File: src/hw/rtl/dmnf_pkg.sv
`default_nettype none
// ----------------------------------------------------------------------------
// dmnf_pkg
// Shared types and codes of the depth mask neighbourhood filter: channel
// payloads, configuration register map, operation codes and pipeline tags.
// ----------------------------------------------------------------------------
package dmnf_pkg;

    // configuration port geometry
    localparam int CFG_IDX_W  = 3;
    localparam int CFG_DATA_W = 20;

    // configuration register indexes
    localparam logic [CFG_IDX_W-1:0] CFG_OPERATION       = 3'd0;
    localparam logic [CFG_IDX_W-1:0] CFG_EIGHT_CONNECTED = 3'd1;
    localparam logic [CFG_IDX_W-1:0] CFG_MIN_COUNT       = 3'd2;
    localparam logic [CFG_IDX_W-1:0] CFG_MAX_DIFFERENCE  = 3'd3;
    localparam logic [CFG_IDX_W-1:0] CFG_FRAME_WIDTH     = 3'd4;
    localparam logic [CFG_IDX_W-1:0] CFG_FRAME_HEIGHT    = 3'd5;

    // operation codes
    localparam logic [1:0] OP_ERODE      = 2'd0;
    localparam logic [1:0] OP_MIN_COUNT  = 2'd1;
    localparam logic [1:0] OP_LOCAL_DIFF = 2'd2;
    localparam logic [1:0] OP_PASS       = 2'd3;

    // field widths
    localparam int DEPTH_W  = 16;
    localparam int POS_W    = 10;
    localparam int GEOM_W   = 11;
    localparam int MINCNT_W = 4;
    localparam int LIMIT_W  = 20;
    localparam int CNT_W    = 4;

    // geometry limits and reset values
    localparam logic [GEOM_W-1:0] FRAME_MIN      = 11'd3;
    localparam logic [GEOM_W-1:0] FRAME_H_MAX    = 11'd1024;
    localparam logic [GEOM_W-1:0] WIDTH_DEFAULT  = 11'd640;
    localparam logic [GEOM_W-1:0] HEIGHT_DEFAULT = 11'd576;

    // neighbour counts of the two connectivities
    localparam logic [CNT_W-1:0] NB_FOUR  = 4'd4;
    localparam logic [CNT_W-1:0] NB_EIGHT = 4'd8;

    // result queue
    localparam int FIFO_DEPTH = 8;
    localparam int FIFO_PTR_W = 3;

    typedef struct packed {
        logic [DEPTH_W-1:0] depth_value;
        logic               mask_in;
    } pixel_t;

    typedef struct packed {
        logic [POS_W-1:0] pixel_row;
        logic [POS_W-1:0] pixel_column;
        logic             mask_out;
    } result_t;

    typedef struct packed {
        logic [1:0]          operation;
        logic                eight_connected;
        logic [MINCNT_W-1:0] min_neighbour_count;
        logic [LIMIT_W-1:0]  max_mean_difference;
        logic [GEOM_W-1:0]   frame_width;
        logic [GEOM_W-1:0]   frame_height;
    } cfg_t;

    // what travels with one pixel through the pipeline
    typedef struct packed {
        logic [POS_W-1:0] row;
        logic [POS_W-1:0] column;
        logic             has_interior;
        logic             has_border;
        logic             border_mask;
    } tag_t;

    // one queue entry holds all results caused by one pixel
    typedef struct packed {
        tag_t tag;
        logic interior_mask;
    } entry_t;

endpackage
`default_nettype wire

File: src/hw/rtl/dmnf_judge.sv
`default_nettype none
// ----------------------------------------------------------------------------
// dmnf_judge
// 3x3 window register and the decision for the centre pixel: neighbor
// differences and count in one stage, sum and threshold test in the next.
// ----------------------------------------------------------------------------
module dmnf_judge #(
    parameter int DEPTH_BITS = 16
) (
    input  logic                  clk,
    input  logic                  rst_n,
    input  dmnf_pkg::cfg_t        cfg,
    input  logic                  in_valid,
    input  logic [DEPTH_BITS:0]   rd_upper,
    input  logic [DEPTH_BITS:0]   rd_middle,
    input  logic [DEPTH_BITS:0]   new_cell,
    input  dmnf_pkg::tag_t        tag,
    output logic                  push,
    output dmnf_pkg::entry_t      entry,
    output logic [1:0]            busy
);
    import dmnf_pkg::*;

    localparam int SUM_W    = DEPTH_BITS + 4;
    localparam int SCALED_W = SUM_W + 4;
    localparam int PROD_W   = LIMIT_W + CNT_W;
    localparam int TEST_W   = (SCALED_W > PROD_W) ? SCALED_W : PROD_W;

    logic [DEPTH_BITS:0]   win_reg  [9];
    logic [DEPTH_BITS:0]   win_next [9];
    logic                  v2_reg;
    tag_t                  tag2_reg;

    logic [DEPTH_BITS-1:0] diff_reg  [9];
    logic [DEPTH_BITS-1:0] diff_next [9];
    logic [CNT_W-1:0]      cnt_reg;
    logic [CNT_W-1:0]      cnt_next;
    logic                  cv_reg;
    logic                  v3_reg;
    tag_t                  tag3_reg;

    logic [SUM_W-1:0]      sum;
    logic [TEST_W-1:0]     scaled;
    logic [TEST_W-1:0]     prod;
    logic [CNT_W-1:0]      nb_total;
    logic                  interior_mask;

    // shift the window one column and take in the new column
    always_comb
    begin
        for (int i = 0; i < 3; i++)
        begin
            win_next[i*3]     = win_reg[i*3+1];
            win_next[i*3+1]   = win_reg[i*3+2];
        end
        win_next[2] = rd_upper;
        win_next[5] = rd_middle;
        win_next[8] = new_cell;
    end

    always_ff @(posedge clk or negedge rst_n)
    begin
        if (!rst_n)
        begin
            for (int i = 0; i < 9; i++)
            begin
                win_reg[i] <= '0;
            end
            v2_reg <= 1'b0;
        end
        else
        begin
            v2_reg <= in_valid;
            if (in_valid)
            begin
                for (int i = 0; i < 9; i++)
                begin
                    win_reg[i] <= win_next[i];
                end
            end
        end
    end

    always_ff @(posedge clk)
    begin
        tag2_reg <= tag;
    end

    // absolute differences of the valid neighbors and their count;
    // corners only take part with eight neighbors
    always_comb
    begin
        logic [DEPTH_BITS-1:0] cd;
        logic [DEPTH_BITS-1:0] d;
        logic                  use_nb;
        cd       = win_reg[4][DEPTH_BITS-1:0];
        cnt_next = '0;
        for (int k = 0; k < 9; k++)
        begin
            d      = win_reg[k][DEPTH_BITS-1:0];
            use_nb = (k != 4) && win_reg[k][DEPTH_BITS]
                     && (cfg.eight_connected || (k % 2 == 1));
            if (!use_nb)
            begin
                diff_next[k] = '0;
            end
            else if (d >= cd)
            begin
                diff_next[k] = d - cd;
            end
            else
            begin
                diff_next[k] = cd - d;
            end
            cnt_next = cnt_next + CNT_W'(use_nb);
        end
    end

    always_ff @(posedge clk or negedge rst_n)
    begin
        if (!rst_n)
        begin
            v3_reg <= 1'b0;
        end
        else
        begin
            v3_reg <= v2_reg;
        end
    end

    always_ff @(posedge clk)
    begin
        for (int k = 0; k < 9; k++)
        begin
            diff_reg[k] <= diff_next[k];
        end
        cnt_reg  <= cnt_next;
        cv_reg   <= win_reg[4][DEPTH_BITS];
        tag3_reg <= tag2_reg;
    end

    // sum of differences and the mean test 16*sum < limit*count
    always_comb
    begin
        sum = '0;
        for (int k = 0; k < 9; k++)
        begin
            sum = sum + SUM_W'(diff_reg[k]);
        end
        scaled   = TEST_W'({sum, 4'b0000});
        prod     = TEST_W'(cfg.max_mean_difference) * TEST_W'(cnt_reg);
        nb_total = cfg.eight_connected ? NB_EIGHT : NB_FOUR;
    end

    // new valid bit of the centre pixel
    always_comb
    begin
        case (cfg.operation)
            OP_PASS:       interior_mask = cv_reg;
            OP_ERODE:      interior_mask = cv_reg && (cnt_reg == nb_total);
            OP_MIN_COUNT:  interior_mask = cv_reg && (cnt_reg >= cfg.min_neighbour_count);
            OP_LOCAL_DIFF: interior_mask = cv_reg && (cnt_reg != '0) && (scaled < prod);
            default:       interior_mask = 1'b0;
        endcase
    end

    assign push                = v3_reg && (tag3_reg.has_interior || tag3_reg.has_border);
    assign entry.tag           = tag3_reg;
    assign entry.interior_mask = interior_mask;
    assign busy                = 2'(v2_reg) + 2'(v3_reg);

endmodule
`default_nettype wire

File: config.mk
export PLATFORM = sky130hd
export DESIGN_NAME = dmnf_judge
export DESIGN_NICKNAME = d
export VERILOG_FILES = /design/src/hw/rtl/dmnf_pkg.sv /design/src/hw/rtl/dmnf_judge.sv
export SDC_FILE = /design/constraint.sdc
export NUM_CORES = 1
export LEC_CHECK = 0
export BUFFER_PORTS_ARGS = -buffer_cell sky130_fd_sc_hd__buf_2
export CAP_MARGIN = 30
export CORE_MARGIN = 1
export CORE_UTILIZATION = 50
export CTS_BUF_LIST = sky130_fd_sc_hd__clkbuf_4 sky130_fd_sc_hd__clkbuf_8
export DETAILED_ROUTE_END_ITERATION = 8
export PLACE_DENSITY = 0.7
export SLEW_MARGIN = 10
export SYNTH_ARGS = -nofsm -noshare
export SYNTH_HDL_FRONTEND = slang
export SYNTH_SLANG_ARGS = --single-unit
File: constraint.sdc
create_clock -name clk -period 7.3 [get_ports clk]
set_input_delay 1.46 -clock clk [delete_from_list [all_inputs] [get_ports clk]]
set_output_delay 1.46 -clock clk [all_outputs]
set_load 0.05 [all_outputs]
Word level (Yosys, flattened, before mapping)
Memory sizes are Yosys's and may differ from the RTL's.
Index checks and enable logic that the tools add are counted.
Storage, ports and cells
  flip-flop bits (word level): 206
  latch bits: 0
  bits in writable memories: 144
  memory bits (read-only): 0
  bits of input ports: 126
  output and inout port bits: 27
  word-level logic and storage cells: 101
  memories: 1
Memory list
  diff_reg: words 9, width 16, rd ports 9, clocked after memory_dff 0, write ports 9, RTL line dmnf_judge.sv:34  | logic [DEPTH_BITS-1:0] diff_reg [9];
Operators by class
  $add $sub $neg: 32
  multipliers: 1
  div/mod/pow operators: 0
  order comparisons: 10
  equality and inequality tests: 4
  shift-type cells: 0
  mux-type cells: 18
  bitwise logic cells: 0
  reduce and logical (&&, ||, !) cells: 12
Operators with widths (number)
  $mux W16: 16
  $sub A16 B16 Y16: 16
  $ge A16 B16 Y1: 8
  $add A20 B16 Y20: 4
  $lt A24 B24 Y1: 1
  $mul A20 B4 Y24: 1
  $add A19 B16 Y20: 1
  $add A18 B16 Y19: 1
  $add A17 B16 Y18: 1
  $add A16 B16 Y17: 1
  $add A4 B1 Y4: 4
  $logic_and A1 B1 Y1: 9
  $add A1 B1 Y2: 2
  $add A3 B1 Y4: 1
  $eq A2 B2 Y1 const B: 2
  $eq A4 B4 Y1: 1
  $ge A4 B4 Y1: 1
  $mux W4: 1
  $pmux W1 S4: 1
  $reduce_bool A4 Y1: 1
  $add A2 B1 Y3: 1
  $eq A2 B1 Y1 const B: 1
  $logic_not A2 Y1: 1
  $logic_or A1 B1 Y1: 1

Depth between registers and ports, before layout
An unclocked memory read counts as a cell.
  word-level depth: 12
  depth in mapped cells: 29
  gate-level depth less buffers: 28

Worst setup path after synthesis
Ideal clock, no wire load.
  path type: input to output
  from: input port cfg[22] in the netlist's numbering
  to: output port entry[0] in the netlist's numbering
  data arrival time: 6408 ps
  required time: 5840 ps
  setup slack: -568 ps
  stages: 24
  buffers on the path: 1
  path through: nand2_1 -> fa_1 -> fa_1 -> inv_1 -> fa_1 -> a21o_1 -> a21oi_1 -> o21bai_1 -> a21oi_1 -> o21ai_0 -> a41oi_1 -> a21boi_0 -> a21o_1 -> a21oi_1 -> xor2_1 -> ha_1 -> a21o_1 -> a21oi_1 -> nor2b_1 -> o31ai_1 -> a21oi_1 -> a2111oi_0 -> o21a_1 -> buf_4
Between the ends
  cells in the longest elaborated chain, start to end: 4
Ends and longest elaborated chain
  start, declared: RTL line dmnf_judge.sv:12  | input dmnf_pkg::cfg_t cfg,
  $mul A20 B4 Y24: RTL line dmnf_judge.sv:151  | prod = TEST_W'(cfg.max_mean_difference) * TEST_W'(cnt_reg);
  $lt A24 B24 Y1: RTL line dmnf_judge.sv:162  | OP_LOCAL_DIFF: interior_mask = cv_reg && (cnt_reg != '0) && (scaled < prod);
  $logic_and A1 B1 Y1: RTL line dmnf_judge.sv:162
  $pmux W1 S4: RTL line dmnf_judge.sv:158  | case (cfg.operation)
  end, declared: RTL line dmnf_judge.sv:19  | output dmnf_pkg::entry_t entry,
No other way between the ends.

==> impl_metrics.json <==
{
  "run_status": "finished with violations",
  "violations": "setup timing",
  "hpwl_mm": 64.4,
  "synth_ff_type": "dfxtp_1",
  "largest_reg_flops": 128,
  "portBuffers": 130,
  "worstPathMaxFanout": 2,
  "fin_nets": 3934,
  "fp.coreArea_um2": 54100,
  "drive_above_1_share_pct": 12.7,
  "drt_iter0_drc": 1759,
  "p_int_mw": 8.87,
  "ys_types": 85,
  "async_flop_share_pct": 46.4,
  "cp-end-kind": "output pin",
  "swShare_pct": 47.0,
  "pwr-share-comb_pct": 73.9,
  "nFillCells": 4887,
  "grt_start_max_net_pins": 138,
  "antenna_found_initial": 6,
  "num_rows": 85,
  "multiInputGateArea_um2": 18100,
  "ir_drop_uv": 562,
  "fmax_mhz": 123,
  "slew-limit-headroom_pct": 31.0,
  "critPathKind": "flop to output pin",
  "tritoncts": "built",
  "viasPerCell": 5.61,
  "regArea_um2": 7460,
  "wire_per_inst_um": 20.6,
  "synthCells": 3179,
  "fin_util_pct": 57.0,
  "grt_setup_unrepaired": "true",
  "clkPwrFrac_pct": 11.7,
  "wirelength_mm": 84.2,
  "holdPathEnd": "entry[6]$_DFF_P_",
  "maxCapViolations": 0,
  "clkTransAtPathRegs_ns": 0.06,
  "stdcell_count": 4080,
  "die_w_um": 237,
  "grt_use_total_pct": 30.2,
  "drtAntennaViolNets": 0,
  "syn_nets": 3778,
  "skew_ns": 0.0359,
  "yosysSeqAreaShare_pct": 27.1,
  "finalSetupViolations": 1,
  "cts-root-buf": "clkbuf_8",
  "dieArea_um2": 56000,
  "sequentialPowerShare_pct": 14.4,
  "reg2regPathDepth": 13,
  "min_period_over_period_pct": 111,
  "critical_path_required_ns": 5.84,
  "initial_utilization_pct": 50.8,
  "dr_total_vias": 22900,
  "dp_cells": 3968,
  "finalHoldViolCount": 0,
  "htreeDepth": 2,
  "max_slew.worst_pin.slew_ns": 1.04,
  "synth-seq-cells": 334,
  "cp-start-kind": "flop",
  "cts_buffers": 56,
  "grt_overflow": 0,
  "p_leak_nw": 15.3,
  "cp.arrival_ns": 6.67,
  "holdPathStages": 0,
  "p_switching_mw": 7.86,
  "rr_startpoint": "win_next[97]$_DFFE_PN0P_",
  "dieHeight_um": 237,
  "hp-start": "tag2_reg[5]$_DFF_P_",
  "grt_pass1_wl_mm": 130,
  "drcViolationCount": 0,
  "clock_path_buffers": 3,
  "dr.pass1.iters": 6,
  "avgSynthCellArea_um2": 8.66,
  "ys_warn_count": 0,
  "grt_pass1_vias": 22700,
  "fin_ws_ns": -0.832,
  "clkLatencyLatePin_ns": 0.66,
  "clkSinkCount": 334,
  "synth_edf_count": 0,
  "area_growth_pct": 12.1,
  "min_period_ns": 8.13,
  "drv_slew": 0,
  "gp_congestion": 0.945,
  "io_pins": 153,
  "postCtsHoldBufs": 0,
  "cellPowerDensity_nw_per_um2": 542,
  "netlist_area_um2": 27500,
  "r2r-end": "diff_reg[0][125]$_SDFF_PN0_",
  "rrSetupSlack_ns": 2.06,
  "hold_class": "flop to flop"
}
[kinds of logic after synthesis]
family | count (synthesis) | synth area share (%)
DFF | 334 | 27.1
adders and majority gates | 473 | 25.6
and+or+nand+nor | 782 | 13.4
xor gates and xnor gates | 122 | 3.88
buffers and inverters | 574 | 7.88
muxes | 95 | 3.66
AOI/OAI and AO/OA | 799 | 18.4
[Yosys cell counts, drive strengths merged (5+ instances only)]
| cell | count | share of area, % |
|---|---|---|
| inv | 452 | 6.2 |
| ha | 322 | 15 |
| nand2 | 316 | 4.3 |
| o21ai | 237 | 4.3 |
| a21oi | 182 | 3.3 |
| dfxtp | 179 | 13 |
| nor2 | 158 | 2.2 |
| dfrtp | 155 | 14 |
| fa | 151 | 11 |
| a21o | 124 | 3.4 |
| clkbuf | 109 | 1.5 |
| xnor2 | 79 | 2.5 |
| and2 | 63 | 1.4 |
| mux2i | 52 | 1.9 |
| nor2b | 50 | 1.1 |
| mux2 | 43 | 1.8 |
| nand3 | 43 | 0.78 |
| xor2 | 43 | 1.4 |
| o21bai | 38 | 1.0 |
| nand2b | 28 | 0.64 |
| nand4 | 28 | 0.64 |
| nor3 | 28 | 0.51 |
| a211oi | 27 | 0.74 |
| a31oi | 26 | 0.59 |
| o21a | 25 | 0.68 |
| o211ai | 16 | 0.44 |
| a21boi | 14 | 0.38 |
| o31ai | 14 | 0.38 |
| and3 | 13 | 0.30 |
| buf | 13 | 0.23 |
| a2111oi | 10 | 0.32 |
| a221oi | 10 | 0.40 |
| nor3b | 10 | 0.27 |
| a211o | 9 | 0.29 |
| or2 | 9 | 0.20 |
| and4 | 8 | 0.25 |
| nand3b | 6 | 0.16 |
| nor4 | 6 | 0.14 |
| o2111ai | 6 | 0.19 |
| o31a | 6 | 0.19 |
| o41ai | 6 | 0.22 |
| a41oi | 5 | 0.16 |
| o22ai | 5 | 0.11 |
| or3 | 5 | 0.11 |
[area by class of cell]
class,instances,area share [%]
timing repair buffer,220,4.39
clock inverter,18,0.819
multi-input combinational,2271,58.8
antenna,1,0.00811
tap,696,2.82
sequential,334,24.2
clock buffer,88,3.50
inverter,452,5.50
[critical path: stages, from the launching register on]
cell       delay, ns
dfxtp_1         0.30
inv_1           0.05
fa_1            0.52
inv_1           0.08
fa_1            0.51
fa_1            0.54
inv_1           0.05
fa_1            0.53
inv_1           0.04
ha_1            0.30
nor2b_2         0.16
o21ai_2         0.17
a21boi_2        0.09
o21ai_1         0.13
nand2b_1        0.09
a21o_1          0.20
a41oi_2         0.25
nor2b_4         0.22
xnor2_2         0.12
ha_1            0.26
a21o_1          0.16
a21oi_1         0.11
nor2b_1         0.07
o31ai_2         0.27
a21oi_2         0.13
a2111oi_4       0.35
o21a_1          0.18
buf_6           0.16
[cell usage in the layout, fill, tap and decap left out, drive strengths merged, types with 52 or more instances in the layout]
cell type  instances
a21o             124
a21oi            182
and2              63
buf              219
clkbuf            89
dfrtp            155
dfxtp            179
fa               151
ha               322
inv              452
mux2i             52
nand2            316
nor2             158
o21ai            237
xnor2             79
[metrics by stage]
stage / setup slack [ns] / instance area [um^2] / total power [mW] / hold slack (ns) / TNS [ns]
finish: -0.832 / 30900 / 16.7 / 0.320 / -0.832
global route: -1.15 / 30900 / 18.3 / 0.328 / -1.15
CTS: -0.905 / 30800 / 16.1 / 0.321 / -0.905
detailed placement: -0.614 / 29400 / 13.9 / 0.312 / -0.614
global placement: -0.539 / 29400 / 13.5 / 0.310 / -0.539
floorplan: -0.0365 / 27700 / 10.6 / 0.310 / -0.0365
[timing repair]
item / CTS / global route
hold endpoints to repair: 0 / 0
buffers inserted: 3 / 0
resized for setup: 14 / 18
pin swaps: 27 / 25
endpoints found under the setup margin: 1 / 1
[power groups by stage]
stage,logic [mW],registers [mW],clock network [mW]
floorplan,8.28,2.36,0
global placement,11.1,2.42,0
detailed placement,11.4,2.43,0
CTS,11.7,2.40,2.01
global route,13.8,2.43,2.08
finish,12.4,2.40,1.96
[how the worst max path moves through the flow]
| stage | start | endpoint | depth (start not counted) |
|---|---|---|---|
| 2_1_floorplan | cfg[27] | entry[0] | 23 |
| 4_1_cts | diff_reg[0][51]$_SDFF_PN0_ | entry[0] | 27 |
| 6_report | diff_reg[0][4]$_SDFF_PN0_ | entry[0] | 27 |
| 3_3_place_gp | diff_reg[0][2]$_SDFF_PN0_ | entry[0] | 29 |
| 3_5_place_dp | cfg[27] | entry[0] | 24 |
| 5_1_grt | diff_reg[0][4]$_SDFF_PN0_ | entry[0] | 27 |
[layer usage]
metal / track usage, % / share of wire (%)
met5: 0 / 0
met4: 10.1 / 3.4
met3: 5.51 / 7.4
met2: 45.6 / 43
met1: 43.4 / 47
Note: power is estimated with default switching activity, not from simulation.
