<file path="src/hw/rtl/dmnf_pkg.sv">
`default_nettype none
// ----------------------------------------------------------------------------
// dmnf_pkg
// Shared types and codes of the depth mask neighbourhood filter: channel
// payloads, configuration register map, operation codes and pipeline tags.
// ----------------------------------------------------------------------------
package dmnf_pkg;

    // configuration port geometry
    localparam int CFG_IDX_W  = 3;
    localparam int CFG_DATA_W = 20;

    // configuration register indexes
    localparam logic [CFG_IDX_W-1:0] CFG_OPERATION       = 3'd0;
    localparam logic [CFG_IDX_W-1:0] CFG_EIGHT_CONNECTED = 3'd1;
    localparam logic [CFG_IDX_W-1:0] CFG_MIN_COUNT       = 3'd2;
    localparam logic [CFG_IDX_W-1:0] CFG_MAX_DIFFERENCE  = 3'd3;
    localparam logic [CFG_IDX_W-1:0] CFG_FRAME_WIDTH     = 3'd4;
    localparam logic [CFG_IDX_W-1:0] CFG_FRAME_HEIGHT    = 3'd5;

    // operation codes
    localparam logic [1:0] OP_ERODE      = 2'd0;
    localparam logic [1:0] OP_MIN_COUNT  = 2'd1;
    localparam logic [1:0] OP_LOCAL_DIFF = 2'd2;
    localparam logic [1:0] OP_PASS       = 2'd3;

    // field widths
    localparam int DEPTH_W  = 16;
    localparam int POS_W    = 10;
    localparam int GEOM_W   = 11;
    localparam int MINCNT_W = 4;
    localparam int LIMIT_W  = 20;
    localparam int CNT_W    = 4;

    // geometry limits and reset values
    localparam logic [GEOM_W-1:0] FRAME_MIN      = 11'd3;
    localparam logic [GEOM_W-1:0] FRAME_H_MAX    = 11'd1024;
    localparam logic [GEOM_W-1:0] WIDTH_DEFAULT  = 11'd640;
    localparam logic [GEOM_W-1:0] HEIGHT_DEFAULT = 11'd576;

    // neighbour counts of the two connectivities
    localparam logic [CNT_W-1:0] NB_FOUR  = 4'd4;
    localparam logic [CNT_W-1:0] NB_EIGHT = 4'd8;

    // result queue
    localparam int FIFO_DEPTH = 8;
    localparam int FIFO_PTR_W = 3;

    typedef struct packed {
        logic [DEPTH_W-1:0] depth_value;
        logic               mask_in;
    } pixel_t;

    typedef struct packed {
        logic [POS_W-1:0] pixel_row;
        logic [POS_W-1:0] pixel_column;
        logic             mask_out;
    } result_t;

    typedef struct packed {
        logic [1:0]          operation;
        logic                eight_connected;
        logic [MINCNT_W-1:0] min_neighbour_count;
        logic [LIMIT_W-1:0]  max_mean_difference;
        logic [GEOM_W-1:0]   frame_width;
        logic [GEOM_W-1:0]   frame_height;
    } cfg_t;

    // what travels with one pixel through the pipeline
    typedef struct packed {
        logic [POS_W-1:0] row;
        logic [POS_W-1:0] column;
        logic             has_interior;
        logic             has_border;
        logic             border_mask;
    } tag_t;

    // one queue entry holds all results caused by one pixel
    typedef struct packed {
        tag_t tag;
        logic interior_mask;
    } entry_t;

endpackage
`default_nettype wire

</file>
<file path="src/hw/rtl/dmnf_res_fifo.sv">
`default_nettype none
// ----------------------------------------------------------------------------
// dmnf_res_fifo
// Result queue. One entry per pixel carries up to two results; the delayed
// interior result leaves first, then the border result of the same pixel.
// ----------------------------------------------------------------------------
module dmnf_res_fifo (
    input  logic                        clk,
    input  logic                        rst_n,
    input  logic                        push,
    input  dmnf_pkg::entry_t            entry,
    output logic                        result_valid,
    input  logic                        result_stall,
    output dmnf_pkg::result_t           result,
    output logic [dmnf_pkg::FIFO_PTR_W:0] count
);
    import dmnf_pkg::*;

    entry_t                mem_reg [FIFO_DEPTH];
    logic [FIFO_PTR_W-1:0] wr_ptr_reg;
    logic [FIFO_PTR_W-1:0] rd_ptr_reg;
    logic [FIFO_PTR_W:0]   count_reg;
    logic                  half_reg;

    entry_t                head;
    logic                  take;
    logic                  show_interior;
    logic                  last;
    logic                  pop;

    // head of queue and which of its results is shown
    assign head          = mem_reg[rd_ptr_reg];
    assign result_valid  = (count_reg != '0);
    assign take          = result_valid && !result_stall;
    assign show_interior = head.tag.has_interior && !half_reg;
    assign last          = !(head.tag.has_interior && head.tag.has_border) || half_reg;
    assign pop           = take && last;
    assign count         = count_reg;

    always_comb
    begin
        if (show_interior)
        begin
            result.pixel_row    = head.tag.row - POS_W'(1);
            result.pixel_column = head.tag.column - POS_W'(1);
            result.mask_out     = head.interior_mask;
        end
        else
        begin
            result.pixel_row    = head.tag.row;
            result.pixel_column = head.tag.column;
            result.mask_out     = head.tag.border_mask;
        end
    end

    // entry storage
    always_ff @(posedge clk)
    begin
        if (push)
        begin
            mem_reg[wr_ptr_reg] <= entry;
        end
    end

    // pointers, fill count and half select
    always_ff @(posedge clk or negedge rst_n)
    begin
        if (!rst_n)
        begin
            wr_ptr_reg <= '0;
            rd_ptr_reg <= '0;
            count_reg  <= '0;
            half_reg   <= 1'b0;
        end
        else
        begin
            if (push)
            begin
                wr_ptr_reg <= wr_ptr_reg + FIFO_PTR_W'(1);
            end
            if (pop)
            begin
                rd_ptr_reg <= rd_ptr_reg + FIFO_PTR_W'(1);
            end
            count_reg <= count_reg + (FIFO_PTR_W+1)'(push) - (FIFO_PTR_W+1)'(pop);
            if (take)
            begin
                half_reg <= !last;
            end
        end
    end

    // queue never overfills
    a_count_bound: assert property (@(posedge clk) disable iff (!rst_n)
        count_reg <= (FIFO_PTR_W+1)'(FIFO_DEPTH))
        else $error("result queue count above depth");

    // credit scheme at the input keeps room for every entry
    a_no_push_full: assert property (@(posedge clk) disable iff (!rst_n)
        push |-> count_reg < (FIFO_PTR_W+1)'(FIFO_DEPTH))
        else $error("push into full result queue");

    // second half only exists for an entry that carries two results
    a_half_pair: assert property (@(posedge clk) disable iff (!rst_n)
        half_reg |-> (count_reg != '0) && head.tag.has_interior && head.tag.has_border)
        else $error("half select set on a single-result entry");

endmodule
`default_nettype wire

</file>
<file path="config.mk">
export PLATFORM = sky130hd
export DESIGN_NAME = dmnf_res_fifo
export DESIGN_NICKNAME = d
export VERILOG_FILES = /design/src/hw/rtl/dmnf_pkg.sv /design/src/hw/rtl/dmnf_res_fifo.sv
export SDC_FILE = /design/constraint.sdc
export NUM_CORES = 1
export LEC_CHECK = 0
export ABC_CLOCK_PERIOD_IN_PS = 2850
export BUFFER_PORTS_ARGS = -buffer_cell sky130_fd_sc_hd__buf_2
export CORE_MARGIN = 3
export CORE_UTILIZATION = 40
export DETAILED_ROUTE_END_ITERATION = 10
export PLACE_DENSITY = 0.58
export SYNTH_ARGS = -nofsm -noshare
export SYNTH_HDL_FRONTEND = slang
export SYNTH_SLANG_ARGS = --single-unit
</file>
<file path="constraint.sdc">
create_clock -name clk -period 2.85 [get_ports clk]
set_input_delay 0.4275 -clock clk [delete_from_list [all_inputs] [get_ports clk]]
set_output_delay 0.4275 -clock clk [all_outputs]
set_load 0.01 [all_outputs]
</file>
After elaboration in Yosys (flattened, before gate mapping)
Memory sizes are Yosys's and may differ from the RTL's.
Index checks and enable logic that the tools add are counted.
W data, S select, Z words.

cells by class
  $add $sub $neg = 6
  multipliers = 0
  divide/modulo/power cells = 0
  magnitude comparators = 0
  equality and inequality tests = 0
  shifts and indexed selects = 0
  mux-type cells = 3
  bitwise operators = 0
  reductions and logical operators = 10

operators by type and width
  cell                     number
  $mux W21                 1
  $sub A10 B1 Y10 const B  2
  $add A3 B1 Y3 const B    2
  $add A4 B1 Y4            1
  $logic_and A1 B1 Y1      4
  $logic_not A1 Y1         4
  $reduce_bool A4 Y1       1
  $sub A4 B1 Y4            1
  $mux W1                  2
  $logic_or A1 B1 Y1       1

storage, ports and cells
  bits in registers = 11
  bits in latches = 0
  bits in writable memories = 192
  bits in read-only memories = 0
  input port bits = 28
  output and inout port bits = 26
  logic and storage cells = 24
  memories kept = 1

memory list
  name     depth  width  read ports  clocked after Yosys merged registers in  wr ports  RTL line             text
  mem_reg  8      24     1           0                                        1         dmnf_res_fifo.sv:19  entry_t mem_reg [FIFO_DEPTH];

Logic depth before layout (Yosys ltp)
Gate-level depths: netlist (run 1).
An unclocked memory read counts as a cell.

  depth in word-level cells = 6
  mapped depth = 12
  mapped depth without buffers = 10

Worst setup path after synthesis (run 1)
No wires, ideal clock.

  path type = reg2reg
  from = register wr_ptr_reg[1]
  to = memory mem_reg[0][0] in the netlist's numbering, enable pin
  setup time = 0.435 ns
  arrival = 2.243 ns
  data required time = 2.415 ns
  setup slack = 0.172 ns
  cell stages (with the launch flop) = 3
  buffers on the path = 0
  period minus slack after synthesis = 2.678 ns
  path through = dfrtp_1 nand2b_1 nor3_1

RTL lines
  element                 RTL line             text
  start, declared         dmnf_res_fifo.sv:20  logic [FIFO_PTR_W-1:0] wr_ptr_reg;
  start signal, assigned  dmnf_res_fifo.sv:79  wr_ptr_reg <= wr_ptr_reg + FIFO_PTR_W'(1);
  end, declared           dmnf_res_fifo.sv:19

No word-level cell before the write port.

==> reports/qor.yml, run 1 <==
power_and_ir_drop:
  leakage_nw: 3.640
  power.density_nw_per_um2: 1168
  peakVddDrop_mv: 0.5460
  p_total_w: 0.01228
layout:
  largest_reg_flops: 192
  stdcell_count: 806
  fin_nets: 560
  drive_gt1_share_pct: 48.88
  syn_to_final_growth_pct: 26.63
  diodes: 0
  postLayoutCoreUtil_pct: 51.76
synth:
  synth_seq_area_share_pct: 72.80
  synthTopCellsByArea: "edfxtp_1 69%, mux4_2 11%, dfrtp_1 3.3%"
  synth_async_sr_flop_share_pct: 5.419
  yosysUniqueCellTypes: 38
  synth_top_cells_by_count: "192 x edfxtp_1, 40 x mux4_2, 21 x mux2i_1, 13 x xor2_1, 12 x nor2_1"
  synth_seq_cells: 203
  synth_nets: 428
  ys_warn_count: 0
  synth_cells: 390
  yosys.area.top_type_share_pct: 69.48
  synthMostInstantiatedCell: "edfxtp_1"
  yosysTopAreaCell: "edfxtp_1"
  ys.flop_type: "edfxtp_1"
  synth_edf_count: 192
  synth_area_sq_um: 8298
  syn_area_per_cell_sq_um: 21.28
sta:
  slew_viol_final: 0
  relSlewSlack_pct: 68.61
  setup_ws_ns: -0.3744
  whs_ns: 0.1907
  period_minus_slack_ns: 3.224
  fin_worst_skew_ns: 0.009174
  fin_crit_sh_pct: 113.1
  setup-violations-final: 21
  timing.fmax_mhz: 310.1
  finalHoldViolations: 0
  rsz0062_at_grt: "true"
  worst_pin_slew_ns: 0.4709
cts:
  cts_tree: "built"
  clock_path_buffers: 3
  clkTransAtPathRegs_ns: 0.06
  cts-root-buf: "clkbuf_16"
  numCtsBuffers: 22
  cts.sinks: 203
  cts_max_level: 1
  clkLatencyLatePin_ns: 0.49
global_route:
  grt_pass1_vias: 4475
  grt_overflow: 0
  grt_max_degree: 26
  grt_pass1_wl_mm: 26.52
  antenna_found_initial: 0
  grt_usage_pct: 15.80
outcome:
  status: "finished with violations"
  violations: "setup timing"
placement:
  dp_cells: 737
  hpwl_mm: 10.10
  globalplace.congestion: 0.7558
  io_buffers: 53
  dp_slack_ns: -0.01684
setup_path:
  start_kind: "flip-flop"
  cp-end-kind: "output pin"
  required_ns: 2.42
  critical_path.max_fanout: 6
  cp.arrival_ns: 2.80
  path_class: "reg -> out"
floorplan:
  die_x_um: 150.0
  initial_core_util_pct: 40.88
  coreArea_sq_um: 20300
  design.die.area_sq_um: 22510
  ioPinCount: 54
  die_h_um: 150.0
  row_count: 52
routing:
  ant_nets: 0
  avgRoutedWirePerCell_um: 21.36
  drt_pass1_iterations: 4
  wirelength_mm: 17.22
  drt_iter0_drc: 210
  vias: 4086
  drc_errors: 0
  drt-vias-per-instance: 5.069
hold_path:
  hold_path_class: "in -> reg"
job:
  cap_violations: 0
==> critical path, stage by stage (launching register included) <==
cell and delay, ns:
dfrtp_2 0.38, buf_6 0.14, mux4_1 0.57, mux2i_2 0.26, and4bb_4 0.35, nand4_1 0.24, xor2_1 0.23, buf_2 0.14
==> layer usage <==
metal	global-route usage, %	share of wire [%]	vias up
met3	2.423	2.5	32
met4	4.392	2.4	0
li1	-	-	1850
met1	20.95	43	2150
met5	0	0	-
met2	27.33	52	54
==> repair_timing <==
| action | CTS | global route |
|---|---|---|
| endpoints found under the setup margin | 24 | 24 |
| buffers inserted | 20 | 11 |
| resized for setup | 80 | 27 |
| hold endpoints to repair | 11 | 0 |
| gates cloned | 1 | 0 |
| hold buffers | 1 | 0 |
| pin swaps | 21 | 25 |
==> power by group <==
part           internal [W]  switching (W)  total [W]
sequential          0.00378       0.000194    0.00398
clock               0.00155        0.00108    0.00263
combinational       0.00297        0.00270    0.00567
total               0.00830        0.00397     0.0123
==> stage by stage <==
step	TNS (ns)	instance area, sq um
floorplan	0	8298
global placement	0	9131
detailed placement	-0.01881	9131
CTS	-4.926	10360
global route	-7.553	10510
finish	-5.493	10510
==> cells in the final DEF, fill, tap and decap left out, types with 6 or more instances in the layout <==
cell type  count
buf_12         6
buf_2         51
buf_4         43
buf_6         18
clkbuf_16     23
dfrtp_1        8
edfxtp_1     192
ha_1           6
inv_1          8
mux2i_1        7
mux2i_4       12
mux4_2        47
nor2_2         8
xnor2_1        7
xor2_1         8
==> layout make-up <==
class,count,area [sq um]
Clock inverter,13,90.09
Tap cell,270,337.8
Timing Repair Buffer,122,955.9
Fill cell,1606,9792
Multi-Input combinational cell,163,2459
Clock buffer,25,583.1
Sequential cell,203,6045
Inverter,10,37.54
==> path summary, 6_finish.rpt <==
path	from	to	slack, ns	cells after the start
min in group asynchronous	rst_n	count[2]	0.34	2
worst max register to register	rd_ptr_reg[1]	count[1]	0.09	11
worst min register to register	wr_ptr_reg[1]	wr_ptr_reg[1]	0.57	1
worst min-delay path	push	wr_ptr_reg[0]	0.19	2
max in group asynchronous	rst_n	rd_ptr_reg[2]	2.28	2
worst max-delay path	rd_ptr_reg[0]	result[10]	-0.37	7
==> cell families after synthesis <==
group                    Yosys count  synth area share, %
flip-flops                       203                72.80
multiplexers                      75                17.26
AND/OR/NAND/NOR                   48                3.408
XOR/XNOR                          24                2.533
buffers and inverters             24                1.915
adder cells (fa/ha/maj)           10                1.598
AO/OA/AOI/OAI                      6               0.4825
No activity file was read; power rests on OpenSTA's default activity.
==> run 2, diff against run 1 <==
Settings changed: CORE_UTILIZATION 40 to 52, PLACE_DENSITY 0.58 to 0.72.
==> run 2 against run 1 <==
Effect of this change:
- the flow still finishes with violations (setup timing)
- critical endpoint is now result[5]
- critical path depth grew 2
- worst hold slack gained 0.0045 ns
- sequential power is essentially flat
- critical path type unchanged
==> reports/qor.yml, run 2 (synthesis gave the netlist of run 1 again) <==
cts:
  clock_path_buffers: 3  # unchanged
  numCtsBuffers: 21  # was 22
  clkTransAtPathRegs_ns: 0.06  # about the same
  cts.sinks: 203  # unchanged
  cts_tree: "built"  # unchanged
  clkLatencyLatePin_ns: 0.49  # about the same
  cts-root-buf: "clkbuf_16"  # unchanged
  cts_max_level: 1  # unchanged
layout:
  fill_cells: 989  # was 1606
  fin_nets: 564  # was 560
  seq_area_sq_um: 6045  # unchanged
  drive_gt1_share_pct: 48.42  # was 48.88%
  diodes: 0  # unchanged
  multi_input_area_sq_um: 2411  # was 2459 sq um
  postLayoutCoreUtil_pct: 67.39  # was 51.76%
  final_common_cell: "edfxtp_1"  # unchanged
  syn_to_final_growth_pct: 25.29  # was 26.63%
  final_cell_mix: "192 x edfxtp_1, 52 x buf_4, 51 x buf_2"  # was 192 x edfxtp_1, 51 x buf_2, 47 x mux4_2
  largest_reg_flops: 192  # unchanged
power_and_ir_drop:
  peakVddDrop_mv: 0.7207  # was 0.5460 mV
  p_comb_share_pct: 46.6  # was 46.2%
  power.switching_w: 0.004001  # was 0.003972 W
  p_total_w: 0.01214  # was 0.01228 W
  power.density_nw_per_um2: 1168  # about the same
  seqPwrFrac_pct: 32.9  # was 32.4%
  p_clk_share_pct: 20.5  # was 21.4%
  internal_power_w: 0.008138  # was 0.008304 W
  leakage_nw: 3.586  # was 3.640 nW
  swShare_pct: 32.96  # was 32.36%
hold_path:
  worstHoldEndpoint: "mem_reg[6][6]"  # was wr_ptr_reg[0]
  hold_path_class: "in -> reg"  # unchanged
  min_from: "entry[6]"  # was push
  min_path_cells: 1  # was 2
floorplan:
  ioPinCount: 54  # unchanged
  design.die.area_sq_um: 17510  # was 22510 sq um
  die_h_um: 132.3  # was 150.0 um
  row_count: 45  # was 52
  initial_core_util_pct: 53.79  # was 40.88%
  coreArea_sq_um: 15430  # was 20300 sq um
  die_x_um: 132.3  # was 150.0 um
setup_path:
  path_class: "reg -> out"  # unchanged
  r2r-start: "rd_ptr_reg[0]"  # was rd_ptr_reg[1]
  reg2reg_depth: 11  # unchanged
  required_ns: 2.42  # about the same
  path_cells: "buf_12 -> mux4_2 -> mux2i_4 -> and4bb_2 -> buf_4 -> buf_4 -> nand2_4 -> xor2_2 -> buf_2"  # was buf_6 -> mux4_1 -> mux2i_2 -> and4bb_4 -> nand4_1 -> xor2_1 -> buf_2
  start_kind: "flip-flop"  # unchanged
  crit_slowest_cell: "mux4_2"  # was mux4_1
  r2r_end: "count[1]"  # unchanged
  cp-end-kind: "output pin"  # unchanged
  critical_path.max_fanout: 6  # unchanged
  r2r_setup_slack_ns: 0.06  # was 0.09 ns
  cpPeakStageDelay_ns: 0.53  # was 0.57 ns
  cp.arrival_ns: 2.77  # was 2.80 ns
  timing.critical_path.mode_cell: "buf_4"
sta:
  relSlewSlack_pct: 56.41  # was 68.61%
  timing.fmax_mhz: 312.8  # was 310.1 MHz
  fin_crit_sh_pct: 112.2  # was 113.1%
  worst_pin_slew_ns: 0.6531  # was 0.4709 ns
  rsz0062_at_grt: "true"  # unchanged
  setup_ws_ns: -0.3466  # was -0.3744 ns
  setup-violations-final: 21  # unchanged
  slew_viol_final: 0  # unchanged
  finalHoldViolations: 0  # unchanged
  whs_ns: 0.1952  # was 0.1907 ns
  fin_worst_skew_ns: 0.009454  # was 0.009174 ns
  period_minus_slack_ns: 3.197  # was 3.224 ns
global_route:
  grt_max_degree: 19  # was 26
  grt_overflow: 0  # unchanged
  antenna_found_initial: 0  # unchanged
  grt_pass1_wl_mm: 26.16  # was 26.52 mm
  grt_pass1_vias: 4374  # was 4475
  grt_usage_pct: 19.70  # was 15.80%
routing:
  drt_iter0_drc: 332  # was 210
  ant_nets: 0  # unchanged
  avgRoutedWirePerCell_um: 23.64  # was 21.36 um
  vias: 4219  # was 4086
  drt_pass1_iterations: 4  # unchanged
  drt-vias-per-instance: 5.625  # was 5.069
  wirelength_mm: 17.73  # was 17.22 mm
  drc_errors: 0  # unchanged
placement:
  dp_slack_ns: 0.06313  # was -0.01684 ns
  io_buffers: 53  # unchanged
  globalplace.congestion: 0.8031  # was 0.7558
  hpwl_mm: 10.48  # was 10.10 mm
outcome:
  violations: "setup timing"  # unchanged
  status: "finished with violations"  # unchanged
job:
  cap_violations: 0  # unchanged
run 2: power groups by stage:
stage / Clock (W) / Sequential (W) / Combinational (W)
floorplan: 0 / 0.00397 / 0.00268
global placement: 0 / 0.00402 / 0.00407
detailed placement: 0 / 0.00405 / 0.00413
CTS: 0.00252 / 0.00399 / 0.00483
global route: 0.00266 / 0.00403 / 0.00598
finish: 0.00249 / 0.00400 / 0.00565
run 2: worst max-delay path by stage:
| stage | startpoint | cells after the start | end |
|---|---|---|---|
| finish | rd_ptr_reg[0] | 9 | result[5] |
| global route | rd_ptr_reg[1] | 10 | result[6] |
| CTS | rd_ptr_reg[0] | 9 | result[20] |
| detailed placement | rd_ptr_reg[1] | 8 | result[10] |
| global placement | rd_ptr_reg[1] | 7 | result[10] |
| floorplan | wr_ptr_reg[1] | 2 | mem_reg[0][0] |
run 2: cell type report:
cell class / instances / area share [%]
Multi-Input combinational cell: 163 / 23.19
Tap cell: 211 / 2.539
Clock buffer: 25 / 5.199
Sequential cell: 203 / 58.14
Inverter: 10 / 0.3851
Timing Repair Buffer: 127 / 9.785
Clock inverter: 11 / 0.7582
run 2: critical path, delay by kind of cell, from the launching register on:
family	cells	cell delay, ns
mux	2	0.71
buf+inv	4	0.57
flops	1	0.44
simple gates	2	0.35
xor+xnor	1	0.20
run 2: routing by layer:
layer / global-route usage [%] / routed length (um) / up-vias
met3: 3.817 / 865 / 35
met1: 26.98 / 7330 / 2217
li1: - / - / 1851
met5: 0 / 0 / -
met4: 5.081 / 336 / 0
met2: 33.07 / 9196 / 116
run 2: stage by stage:
stage	instance area [sq um]	cells	setup TNS (ns)
6_report	10400	750	-4.595
3_5_place_dp	9102	679	0
2_1_floorplan	8298	390	0
5_1_grt	10400	750	-6.875
3_3_place_gp	9102	679	0
4_1_cts	10020	731	-3.570
run 2: timing repair:
item	CTS	global route
hold buffers	1	0
resized for setup	41	50
pin swaps	8	16
buffers inserted	14	19
gates cloned	1	1
endpoints found under the hold margin	11	0
setup endpoints to repair	21	24
